===== config.mk =====
export PLATFORM = sky130hd
export DESIGN_NAME = pofp_ctrl
export DESIGN_NICKNAME = d
export VERILOG_FILES = /design/src/pofp_pkg.sv /design/src/pofp_ctrl.sv
export SDC_FILE = /design/constraint.sdc
export NUM_CORES = 1
export LEC_CHECK = 0
export BUFFER_PORTS_ARGS = -buffer_cell sky130_fd_sc_hd__buf_2
export CORE_AREA = 3 3 56 58
export DETAILED_ROUTE_END_ITERATION = 10
export DIE_AREA = 0 0 59 61
export PLACE_DENSITY = 0.83
export SYNTH_ARGS = -nofsm -noshare
export SYNTH_HDL_FRONTEND = slang
export SYNTH_SLANG_ARGS = --single-unit

===== constraint.sdc =====
create_clock -name clk_i -period 3.7 [get_ports clk_i]
set_input_delay 0.555 -clock clk_i [delete_from_list [all_inputs] [get_ports clk_i]]
set_output_delay 0.555 -clock clk_i [all_outputs]
set_load 0.005 [all_outputs]

===== src/pofp_pkg.sv =====
// Shared constants, command codes and control structs for the plane orientation block.
package pofp_pkg;

  // Fraction bits of the quaternion components.
  localparam int unsigned QUAT_FRAC_BITS = 30;
  // Width of the scaled dividend (numerator below 2^32, shifted, plus half the divisor).
  localparam int unsigned DVD_W = 33 + QUAT_FRAC_BITS;
  // Square root steps for a 64-bit radicand, two bits a step.
  localparam int unsigned SQRT_STEPS = 32;
  // Step counter wide enough for the longest loop.
  localparam int unsigned CNT_W = $clog2(DVD_W);
  // Edge vector, product and cross product widths.
  localparam int unsigned EDGE_W = 33;
  localparam int unsigned PROD_W = 2 * EDGE_W;
  localparam int unsigned CROSS_W = PROD_W + 1;
  // Radicand and root working width.
  localparam int unsigned RT_W = 65;

  localparam logic [31:0] QUAT_ONE = 32'(64'd1 << QUAT_FRAC_BITS);

  typedef enum logic [1:0] {
    ST_OK        = 2'd0,
    ST_V1_ZERO   = 2'd1,
    ST_V2_ZERO   = 2'd2,
    ST_COLLINEAR = 2'd3
  } status_e;

  typedef enum logic [3:0] {
    OP_NONE,
    OP_MUL,
    OP_ACC,
    OP_MAG,
    OP_NORM,
    OP_SQ,
    OP_SQACC,
    OP_SQRT_INIT,
    OP_SQRT_STEP,
    OP_T,
    OP_LT_MUL,
    OP_DEN,
    OP_DIV_INIT,
    OP_DIV_STEP,
    OP_DIV_STORE,
    OP_HALF_TURN
  } op_e;

  // Command from the controller to the datapath.
  typedef struct packed {
    logic       load;
    op_e        op;
    logic [2:0] idx;
  } cmd_t;

  // Status from the datapath to the controller.
  typedef struct packed {
    logic v1_zero;
    logic v2_zero;
    logic c_zero;
    logic norm_done;
    logic t_zero;
  } sts_t;

endpackage


===== src/pofp_ctrl.sv =====
// Controller state machine sequencing the datapath for one word at a time.
module pofp_ctrl
  import pofp_pkg::*;
(
  input  logic       clk_i,
  input  logic       rst_ni,
  input  logic       in_valid_i,
  output logic       in_ready_o,
  output logic       out_valid_o,
  input  logic       out_ready_i,
  output logic [1:0] status_o,
  output cmd_t       cmd_o,
  input  sts_t       sts_i
);

  typedef enum logic [4:0] {
    S_IDLE, S_EDGE, S_CROSS, S_MAG, S_ZCHK, S_NORM, S_SQ, S_RT_INIT, S_RT, S_T,
    S_TCHK, S_HALF, S_LT, S_RT2_INIT, S_RT2, S_DEN, S_DV_INIT, S_DV, S_DV_STORE, S_DONE
  } state_e;

  state_e           state_q;
  logic [CNT_W-1:0] cnt_q;
  logic [1:0]       k_q;
  status_e          status_q;
  logic             out_valid_q;

  assign in_ready_o  = (state_q == S_IDLE);
  assign out_valid_o = out_valid_q;
  assign status_o    = status_q;

  // Command decode from the current state and step counter.
  always_comb begin
    cmd_o      = '0;
    cmd_o.op   = OP_NONE;
    cmd_o.load = in_valid_i && (state_q == S_IDLE);
    case (state_q)
      S_CROSS: begin
        cmd_o.op  = cnt_q[0] ? OP_ACC : OP_MUL;
        cmd_o.idx = cnt_q[3:1];
      end
      S_MAG:      cmd_o.op = OP_MAG;
      S_NORM:     cmd_o.op = OP_NORM;
      S_SQ: begin
        cmd_o.op  = cnt_q[0] ? OP_SQACC : OP_SQ;
        cmd_o.idx = {1'b0, cnt_q[2:1]};
      end
      S_RT_INIT:  cmd_o.op = OP_SQRT_INIT;
      S_RT:       cmd_o.op = OP_SQRT_STEP;
      S_T:        cmd_o.op = OP_T;
      S_HALF:     cmd_o.op = OP_HALF_TURN;
      S_LT:       cmd_o.op = OP_LT_MUL;
      S_RT2_INIT: begin
        cmd_o.op  = OP_SQRT_INIT;
        cmd_o.idx = 3'd1;
      end
      S_RT2:      cmd_o.op = OP_SQRT_STEP;
      S_DEN:      cmd_o.op = OP_DEN;
      S_DV_INIT: begin
        cmd_o.op  = OP_DIV_INIT;
        cmd_o.idx = {1'b0, k_q};
      end
      S_DV:       cmd_o.op = OP_DIV_STEP;
      S_DV_STORE: begin
        cmd_o.op  = OP_DIV_STORE;
        cmd_o.idx = {1'b0, k_q};
      end
      default:    cmd_o.op = OP_NONE;
    endcase
  end

  // State, counters and the registered output handshake.
  always_ff @(posedge clk_i or negedge rst_ni) begin
    if (!rst_ni) begin
      state_q     <= S_IDLE;
      cnt_q       <= '0;
      k_q         <= '0;
      status_q    <= ST_OK;
      out_valid_q <= 1'b0;
    end else begin
      case (state_q)
        S_IDLE: begin
          if (in_valid_i) state_q <= S_EDGE;
        end
        S_EDGE: begin
          cnt_q <= '0;
          if (sts_i.v1_zero) begin
            status_q    <= ST_V1_ZERO;
            out_valid_q <= 1'b1;
            state_q     <= S_DONE;
          end else if (sts_i.v2_zero) begin
            status_q    <= ST_V2_ZERO;
            out_valid_q <= 1'b1;
            state_q     <= S_DONE;
          end else begin
            state_q <= S_CROSS;
          end
        end
        S_CROSS: begin
          cnt_q <= cnt_q + 1'b1;
          if (cnt_q == CNT_W'(11)) state_q <= S_MAG;
        end
        S_MAG: state_q <= S_ZCHK;
        S_ZCHK: begin
          if (sts_i.c_zero) begin
            status_q    <= ST_COLLINEAR;
            out_valid_q <= 1'b1;
            state_q     <= S_DONE;
          end else begin
            state_q <= S_NORM;
          end
        end
        S_NORM: begin
          cnt_q <= '0;
          if (sts_i.norm_done) state_q <= S_SQ;
        end
        S_SQ: begin
          cnt_q <= cnt_q + 1'b1;
          if (cnt_q == CNT_W'(5)) state_q <= S_RT_INIT;
        end
        S_RT_INIT: begin
          cnt_q   <= '0;
          state_q <= S_RT;
        end
        S_RT: begin
          cnt_q <= cnt_q + 1'b1;
          if (cnt_q == CNT_W'(SQRT_STEPS - 1)) state_q <= S_T;
        end
        S_T: state_q <= S_TCHK;
        S_TCHK: state_q <= sts_i.t_zero ? S_HALF : S_LT;
        S_HALF: begin
          status_q    <= ST_OK;
          out_valid_q <= 1'b1;
          state_q     <= S_DONE;
        end
        S_LT: state_q <= S_RT2_INIT;
        S_RT2_INIT: begin
          cnt_q   <= '0;
          state_q <= S_RT2;
        end
        S_RT2: begin
          cnt_q <= cnt_q + 1'b1;
          if (cnt_q == CNT_W'(SQRT_STEPS - 1)) state_q <= S_DEN;
        end
        S_DEN: begin
          k_q     <= '0;
          state_q <= S_DV_INIT;
        end
        S_DV_INIT: begin
          cnt_q   <= '0;
          state_q <= S_DV;
        end
        S_DV: begin
          cnt_q <= cnt_q + 1'b1;
          if (cnt_q == CNT_W'(DVD_W - 1)) state_q <= S_DV_STORE;
        end
        S_DV_STORE: begin
          if (k_q == 2'd2) begin
            status_q    <= ST_OK;
            out_valid_q <= 1'b1;
            state_q     <= S_DONE;
          end else begin
            k_q     <= k_q + 1'b1;
            state_q <= S_DV_INIT;
          end
        end
        S_DONE: begin
          if (out_ready_i) begin
            out_valid_q <= 1'b0;
            state_q     <= S_IDLE;
          end
        end
        default: state_q <= S_IDLE;
      endcase
    end
  end

endmodule


==> results of run 1 <==
==> logic make-up after synthesis <==
family	share of synthesized area, %
buffers and inverters	11.8
multiplexers	4.92
AO/OA/AOI/OAI	27.0
AND/OR/NAND/NOR	27.1
XOR/XNOR	1.61
flip-flops	24.6
adder cells (fa/ha/maj)	3.07
==> sequential cells by signal (all words and copies together), names as in the netlist <==
signal / cells
cnt_q: 6
k_q: 2
out_valid_o: 1
state_q: 5
status_o: 2
==> area by class of cell <==
cell class              instances  area (um^2)  share of cell area (%)
multi-input cells             159         1040                    63.1
flip-flops and latches         16          400                    24.4
well taps                      31         38.8                    2.36
inverters                       8         30.0                    1.83
clock buffers                   4         36.3                    2.21
repair buffers                 20          100                    6.09
==> synthesized netlist by cell type (2+ instances only) <==
| master | number | area, um^2 |
|---|---|---|
| a21boi_0 | 2 | 15.0 |
| a21oi_1 | 18 | 90.1 |
| a22o_1 | 2 | 17.5 |
| a2bb2oi_1 | 2 | 17.5 |
| a31oi_1 | 3 | 18.8 |
| a32oi_1 | 2 | 17.5 |
| and2_1 | 2 | 12.5 |
| and3_1 | 4 | 25.0 |
| buf_2 | 3 | 15.0 |
| buf_6 | 3 | 33.8 |
| clkbuf_1 | 2 | 7.51 |
| clkbuf_8 | 6 | 82.6 |
| dfrtp_1 | 16 | 400 |
| ha_1 | 4 | 50.1 |
| inv_1 | 8 | 30.0 |
| mux2_1 | 4 | 45.0 |
| mux2i_1 | 2 | 20.0 |
| nand2_1 | 15 | 56.3 |
| nand2b_1 | 7 | 43.8 |
| nand3_1 | 9 | 45.0 |
| nand4_1 | 3 | 18.8 |
| nor2_1 | 17 | 63.8 |
| nor2b_1 | 5 | 31.3 |
| nor3_1 | 5 | 25.0 |
| o21ai_0 | 13 | 65.1 |
| o21ai_1 | 2 | 10.0 |
| o22a_1 | 2 | 17.5 |
| o22ai_1 | 6 | 37.5 |
| or3_1 | 3 | 18.8 |
| xnor2_1 | 2 | 17.5 |
==> power breakdown <==
group	internal (mW)	switching, mW	total (mW)
Combinational	0.430	0.466	0.897
Sequential	0.244	0.238	0.482
Clock	0.0599	0.0607	0.121
==> metal layers <==
| layer | track usage (%) | share of wire [%] |
|---|---|---|
| met1 | 32.3 | 44 |
| met2 | 37.7 | 47 |
| met3 | 3.19 | 7.3 |
| met4 | 8.09 | 1.5 |
| met5 | 0 | 0 |
==> metrics by stage <==
stage	utilization, %	hold WS (ps)	instance area, um^2	cells
6_report	60.6	159	1640	238
5_1_grt	60.6	183	1640	238
4_1_cts	60.6	169	1640	238
3_5_place_dp	59.3	475	1610	234
3_3_place_gp	59.3	470	1610	234
2_1_floorplan	-	259	1630	199
==> worst min path at each step <==
| stage | from | to | slack [ps] | cells after the start |
|---|---|---|---|---|
| final | rst_ni | state_q[2] | 160 | 1 |
| after detailed placement | status_o[1] | status_o[1] | 480 | 1 |
| after floorplan | rst_ni | cnt_q[0] | 260 | 0 |
| after global placement | status_o[0] | status_o[0] | 470 | 1 |
| after CTS | rst_ni | state_q[3] | 170 | 1 |
| after global routing | rst_ni | state_q[3] | 180 | 1 |
==> implementation parameters, run 1 <==
Parameter                              Value

Clock network
  Post-CTS Setup Inserts ... 0
  H-tree level count ... 1
  Post-cts hold buffer count ... 0
  Clock input transition at the sequential cells of the worst setup and hold paths ... around 100 ps
  Clock tree from TritonCTS ... yes
  Maximum clock path buffer count ... 2
  Clock network latency to the later pin of the worst-skew pair ... 290 ps
  Cell at the root of the clock tree ... clkbuf_4
  # resized after CTS ... 0
  Total number of clock tree sinks ... 16
  CTS buffer count ... 3

Finish
  Most used cells in the layout excluding fill and tap cells ... buf_2, a21oi_1, nor2_1
  Filler cell count in the final layout ... between 200 and 300
  Share of layout cells above drive strength 1 ... between 10% and 20%
  Most common cell after layout, fill and taps aside ... buf_2
  Total Nets Final ... approximately 220
  Area added between synthesis and finish ... 0.845%
  Number of antenna cells inserted ... 0

Power and ir drop
  Power density of the placed cells ... about 910 mW/mm^2
  Cell leakage power ... 0.709 nW
  Peak VDD IR ... a little over 0.6 mV
  Power after layout ... between 1 and 1.5 mW

Die
  Die area ... approximately 0.0036 mm^2
  Die extent in x ... roughly 59 um
  Core Region ... roughly 0.0027 mm^2
  Row count ... 19
  Floorplan die height ... 61 um
  Total I/O pin count ... 21
  Starting density of the core ... between 60% and 70%

Placement
  Placed wire-length estimate after detailed placement ... 2640 um
  Final weighted congestion in routability-driven placement ... between 0.8 and 0.9
  Number of buffers inserted by port buffering ... 20
  Post-placement setup slack ... roughly 1300 ps

Route
  Drt total wl ... between 3000 and 4000 um
  Number of vias per cell after detailed routing ... roughly 6.5
  Total number of vias ... between 1500 and 2000
  Remaining DRCs ... 0
  Detailed router's first-iteration violation count ... about 100
  Antenna-violating nets left ... 0
  Final routed wire length divided by cell count ... approximately 16 um
  First-pass iteration count of the detailed router ... 4

Critical path
  Top fanout value on the critical path ... 29
  Register-to-register path setup slack ... about 1300 ps
  Endpoint required time on the critical path ... around 3100 ps
  Kind of launch point of the worst setup path ... flip-flop
  Cell-by-cell trace of the critical path ... inv_1, nor2_1, a21boi_0, o22ai_1, buf_2
  Capturing element of the worst setup path ... cmd_o[5]
  Worst R2R Start ... state_q[0]
  Critical path origin ... state_q[1]
  End of the worst register-to-register path ... state_q[1]
  Cell family with the largest share of critical-path delay ... flip-flops
  Delay of the slowest critical-path stage ... about 900 ps
  CP bufs+invs ... 2
  Type of destination of the critical path ... output port
  Type of the setup path with the least slack ... reg2out
  Worst endpoint data arrival time ... between 2000 and 2500 ps
  Max stage delay cell, worst path ... dfrtp_1
  Path depth of the worst reg2reg path ... 5
  Cell depth of the worst setup path ... 5

Global route
  Total grt overflow ... 0
  Number of global-route vias before repair ... around 1400
  First-pass GRT wire length ... 6580 um
  Overall Global Routing Usage ... 23.4%
  Number of antenna violations at the first check in global routing ... 0
  Largest net degree at the start of global routing ... 32

Synthesis
  Syn Nets ... between 200 and 250
  Count of synthesis-stage warnings from yosys ... 0
  Number of enable flip-flop cells after synthesis ... 0
  Avg Inst Size Synth ... between 8 and 9 um^2
  Total of flip-flops plus latches after synthesis ... 16
  Number of different library cells in the post-synthesis netlist ... 57
  Sequential share of the synthesized area ... between 20% and 30%
  Netlist area before placement ... around 0.0016 mm^2
  Synth async-reset ratio ... 100%
  Most used DFF post-synth ... dfrtp_1
  Cell count after synthesis ... slightly below 200

STA
  Unrepaired setup endpoints after global routing ... false
  Tightest Pin Transition ... ~900 ps
  Highest Clock Rate ... around 360 MHz
  Final Max Tran Viols ... 0
  Relative slew slack ... roughly two fifths
  Setup TNS ... 0 ps
  Fin worst setup slack ... approximately 920 ps
  Count of final setup violators ... 0
  Post-layout min period ... ~2800 ps
  Final hold violations ... 0
  Period utilisation layout ... roughly three quarters
  Skew final ... roughly 3.5 ps

Worst hold path
  Type of the most critical hold path ... in2async

Outcome
  Result of the run ... complete, no violations

Job
  Total of max-cap violations ... 0
No activity file was read; power rests on OpenSTA's default activity.
==> run 2, diff against run 1 <==
--- a/config.mk
+++ b/config.mk
@@ -6,10 +6,10 @@
 export NUM_CORES = 1
 export LEC_CHECK = 0
 export BUFFER_PORTS_ARGS = -buffer_cell sky130_fd_sc_hd__buf_2
-export CORE_AREA = 3 3 56 58
+export CORE_AREA = 3 3 60 62
 export DETAILED_ROUTE_END_ITERATION = 10
-export DIE_AREA = 0 0 59 61
-export PLACE_DENSITY = 0.83
+export DIE_AREA = 0 0 63 65
+export PLACE_DENSITY = 0.77
 export SYNTH_ARGS = -nofsm -noshare
 export SYNTH_HDL_FRONTEND = slang
 export SYNTH_SLANG_ARGS = --single-unit
==> constraint.sdc (replaced) <==
create_clock -name clk_i -period 2.5 [get_ports clk_i]
set_input_delay 0.375 -clock clk_i [delete_from_list [all_inputs] [get_ports clk_i]]
set_output_delay 0.375 -clock clk_i [all_outputs]
set_load 0.005 [all_outputs]
==> run 2 against run 1 <==
  * Critical path depth shrank 1
  * Total power is 54% higher
  * Count of clock-buffer cells in the layout unchanged
  * Largest power group unchanged
==> implementation parameters, run 2 (synthesized netlist as in run 1, its figures left out) <==
Parameter                              Value

Critical path
  Type of destination of the critical path ... output port (unchanged)
  Worst R2R Start ... state_q[1] (was state_q[0])
  Path depth of the worst reg2reg path ... 6 (was 5)
  Register-to-register path setup slack ... 360 ps (was 1300 ps)
  Cell-by-cell trace of the critical path ... or3b_4, nor3_2, and2_2, buf_2 (was inv_1, nor2_1, a21boi_0, o22ai_1, buf_2)
  Critical path origin ... state_q[1] (unchanged)
  Capturing element of the worst setup path ... cmd_o[2] (was cmd_o[5])
  Worst endpoint data arrival time ... 1960 ps (was 2220 ps)
  Top fanout value on the critical path ... 18 (was 29)
  Kind of launch point of the worst setup path ... flip-flop (unchanged)
  Endpoint required time on the critical path ... 2120 ps (was 3140 ps)
  Delay of the slowest critical-path stage ... 680 ps (was 900 ps)
  Max stage delay cell, worst path ... dfrtp_1 (unchanged)
  End of the worst register-to-register path ... cnt_q[3] (was state_q[1])
  Type of the setup path with the least slack ... reg2out (unchanged)

Die
  Core Region ... 0.00308 mm^2 (was 0.00271 mm^2)
  Die extent in x ... 63 um (was 59 um)
  Die area ... 0.00410 mm^2 (was 0.00360 mm^2)
  Starting density of the core ... 52.9% (was 60.1%)
  Floorplan die height ... 65 um (was 61 um)
  Total I/O pin count ... 21 (unchanged)
  Row count ... 20 (was 19)

Finish
  Area added between synthesis and finish ... 4.76% (was 0.845%)
  Biggest regs ... cnt_q (6), state_q (5) (unchanged)
  Most used cells in the layout excluding fill and tap cells ... buf_2, a21oi_1, nor2_1 (unchanged)
  Final cell area excluding filler cells ... 0.00171 mm^2 (was 0.00164 mm^2)
  Total Nets Final ... 227 (was 221)
  Most common cell after layout, fill and taps aside ... buf_2 (unchanged)
  Number of flip-flops under the largest register name ... 6 (unchanged)
  Share of layout cells above drive strength 1 ... 18.3% (was 16.4%)
  Most flop-heavy register ... cnt_q (unchanged)
  Number of antenna cells inserted ... 0 (unchanged)

STA
  Tightest Pin Transition ... 579 ps (was 928 ps)
  Skew final ... 14.9 ps (was 3.46 ps)
  Unrepaired setup endpoints after global routing ... false (unchanged)
  Fin worst setup slack ... 162 ps (was 920 ps)
  Period utilisation layout ... about 94%
  Relative slew slack ... 61.4% (was 38.2%)
  Post-layout min period ... 2340 ps
  Count of final setup violators ... 0 (unchanged)
  Highest Clock Rate ... roughly 430 MHz
  Setup TNS ... 0 ps (unchanged)
  Final hold violations ... 0 (unchanged)
  Final hold slack ... 437 ps (was 159 ps)
  Final Max Tran Viols ... 0 (unchanged)

Global route
  Met1 demand-to-capacity share in global routing ... 28.5% (was 32.3%)
  First-pass GRT wire length ... 7000 um (was 6580 um)
  Number of antenna violations at the first check in global routing ... 0 (unchanged)
  Largest net degree at the start of global routing ... 25 (was 32)
  Overall Global Routing Usage ... 21.0% (was 23.4%)
  Top Usage Layer GRT ... met2 (unchanged)
  Number of global-route vias before repair ... 1466 (was 1414)
  Routing usage on met3 ... 4.33% (was 3.19%)
  Total grt overflow ... 0 (unchanged)
  GR Util met2 ... 33.2% (was 37.7%)

Placement
  Instance area after placement ... 0.00166 mm^2 (was 0.00161 mm^2)
  Post-placement setup slack ... 433 ps (was 1290 ps)
  Number of buffers inserted by port buffering ... 20 (unchanged)
  Final weighted congestion in routability-driven placement ... 0.987 (was 0.867)
  Placed wire-length estimate after detailed placement ... 2940 um (was 2640 um)

Route
  Final routed wire length divided by cell count ... 15.8 um (was 15.9 um)
  First-pass iteration count of the detailed router ... 4 (unchanged)
  Remaining DRCs ... 0 (unchanged)
  Number of vias per cell after detailed routing ... 6.09 (was 6.48)
  Drt total wl ... 4070 um (was 3790 um)
  Total number of vias ... 1565 (was 1542)
  Antenna-violating nets left ... 0 (unchanged)
  Detailed router's first-iteration violation count ... 156 (was 102)

Power and ir drop
  Sequential group share of total power ... 25.9% (was 32.1%)
  Peak VDD IR ... 0.456 mV (was 0.619 mV)
  Power density of the placed cells ... 1350 mW/mm^2 (was 913 mW/mm^2)
  Logic gate share of total power ... 66.3% (was 59.8%)
  Sw Share ... 51.1% (was 51.0%)
  Portion of total power attributed to the clock network ... 7.8% (was 8.1%)
  Total net switching power ... 1.18 mW (was 0.765 mW)
  Cell leakage power ... 0.738 nW (was 0.709 nW)
  Power after layout ... 2.31 mW (was 1.50 mW)
  Internal power ... 1.13 mW (was 0.734 mW)

Clock network
  Cell at the root of the clock tree ... clkbuf_4 (unchanged)
  Clock input transition at the sequential cells of the worst setup and hold paths ... 110 ps (was 100 ps)
  H-tree level count ... 1 (unchanged)
  Maximum clock path buffer count ... 2 (unchanged)
  # resized after CTS ... 0 (unchanged)
  Total number of clock tree sinks ... 16 (unchanged)
  Clock network latency to the later pin of the worst-skew pair ... 300 ps (was 290 ps)
  Clock tree from TritonCTS ... yes (unchanged)
  CTS buffer count ... 3 (unchanged)

Worst hold path
  Type of the most critical hold path ... in2reg (was in2async)

Job
  Total of max-cap violations ... 0 (unchanged)

Outcome
  Result of the run ... complete, no violations (unchanged)
## run 2: power by group through the flow
| stage | Clock [mW] | Sequential (mW) | Combinational [mW] |
|---|---|---|---|
| floorplan | 0 | 0.451 | 1.39 |
| detailed placement | 0 | 0.596 | 1.51 |
| CTS | 0.189 | 0.590 | 1.51 |
| global placement | 0 | 0.588 | 1.49 |
| finish | 0.180 | 0.599 | 1.53 |
| global route | 0.198 | 0.623 | 1.71 |
## run 2: how the worst min path moves through the flow
stage / depth (start not counted) / slack [ps] / from / to
floorplan: 0 / 80 / rst_ni / cnt_q[0]
global placement: 1 / 320 / rst_ni / status_o[1]
detailed placement: 1 / 320 / rst_ni / status_o[1]
CTS: 3 / 420 / sts_i[2] / state_q[2]
global route: 3 / 450 / sts_i[2] / state_q[2]
finish: 3 / 440 / sts_i[2] / state_q[2]
## run 2: final cells by class
type                            count  area (um^2)
Inverter                            8         30.0
Timing Repair Buffer               26          148
Multi-Input combinational cell    159         1040
Fill cell                         305         1370
Tap cell                           44         55.1
Sequential cell                    16          400
Clock buffer                        4         36.3
## run 2: what timing repair did
| item | 4_1_cts | 5_1_grt |
|---|---|---|
| endpoints found under the setup margin | 0 | 0 |
| hold buffers | 1 | 0 |
| hold endpoints to repair | 16 | 0 |
| buffers inserted | 0 | 0 |
## run 2: layer usage
metal,routed length (um),part of all wire (%)
met1,1830,45
met2,1860,46
met3,295,7.2
met4,87,2.1
met5,0,0
## run 2: stage by stage
stage          std cells  util [%]
3_3_place_gp         252      53.9
5_1_grt              257      55.4
2_1_floorplan        199         -
3_5_place_dp         252      53.9
6_report             257      55.4
4_1_cts              257      55.4
## run 2: worst max-delay path, delay by kind of cell (launching register included)
kind                   cells  cell delay [ps]
and+or+nand+nor            3              890
DFF                        1              680
buffers and inverters      1              100
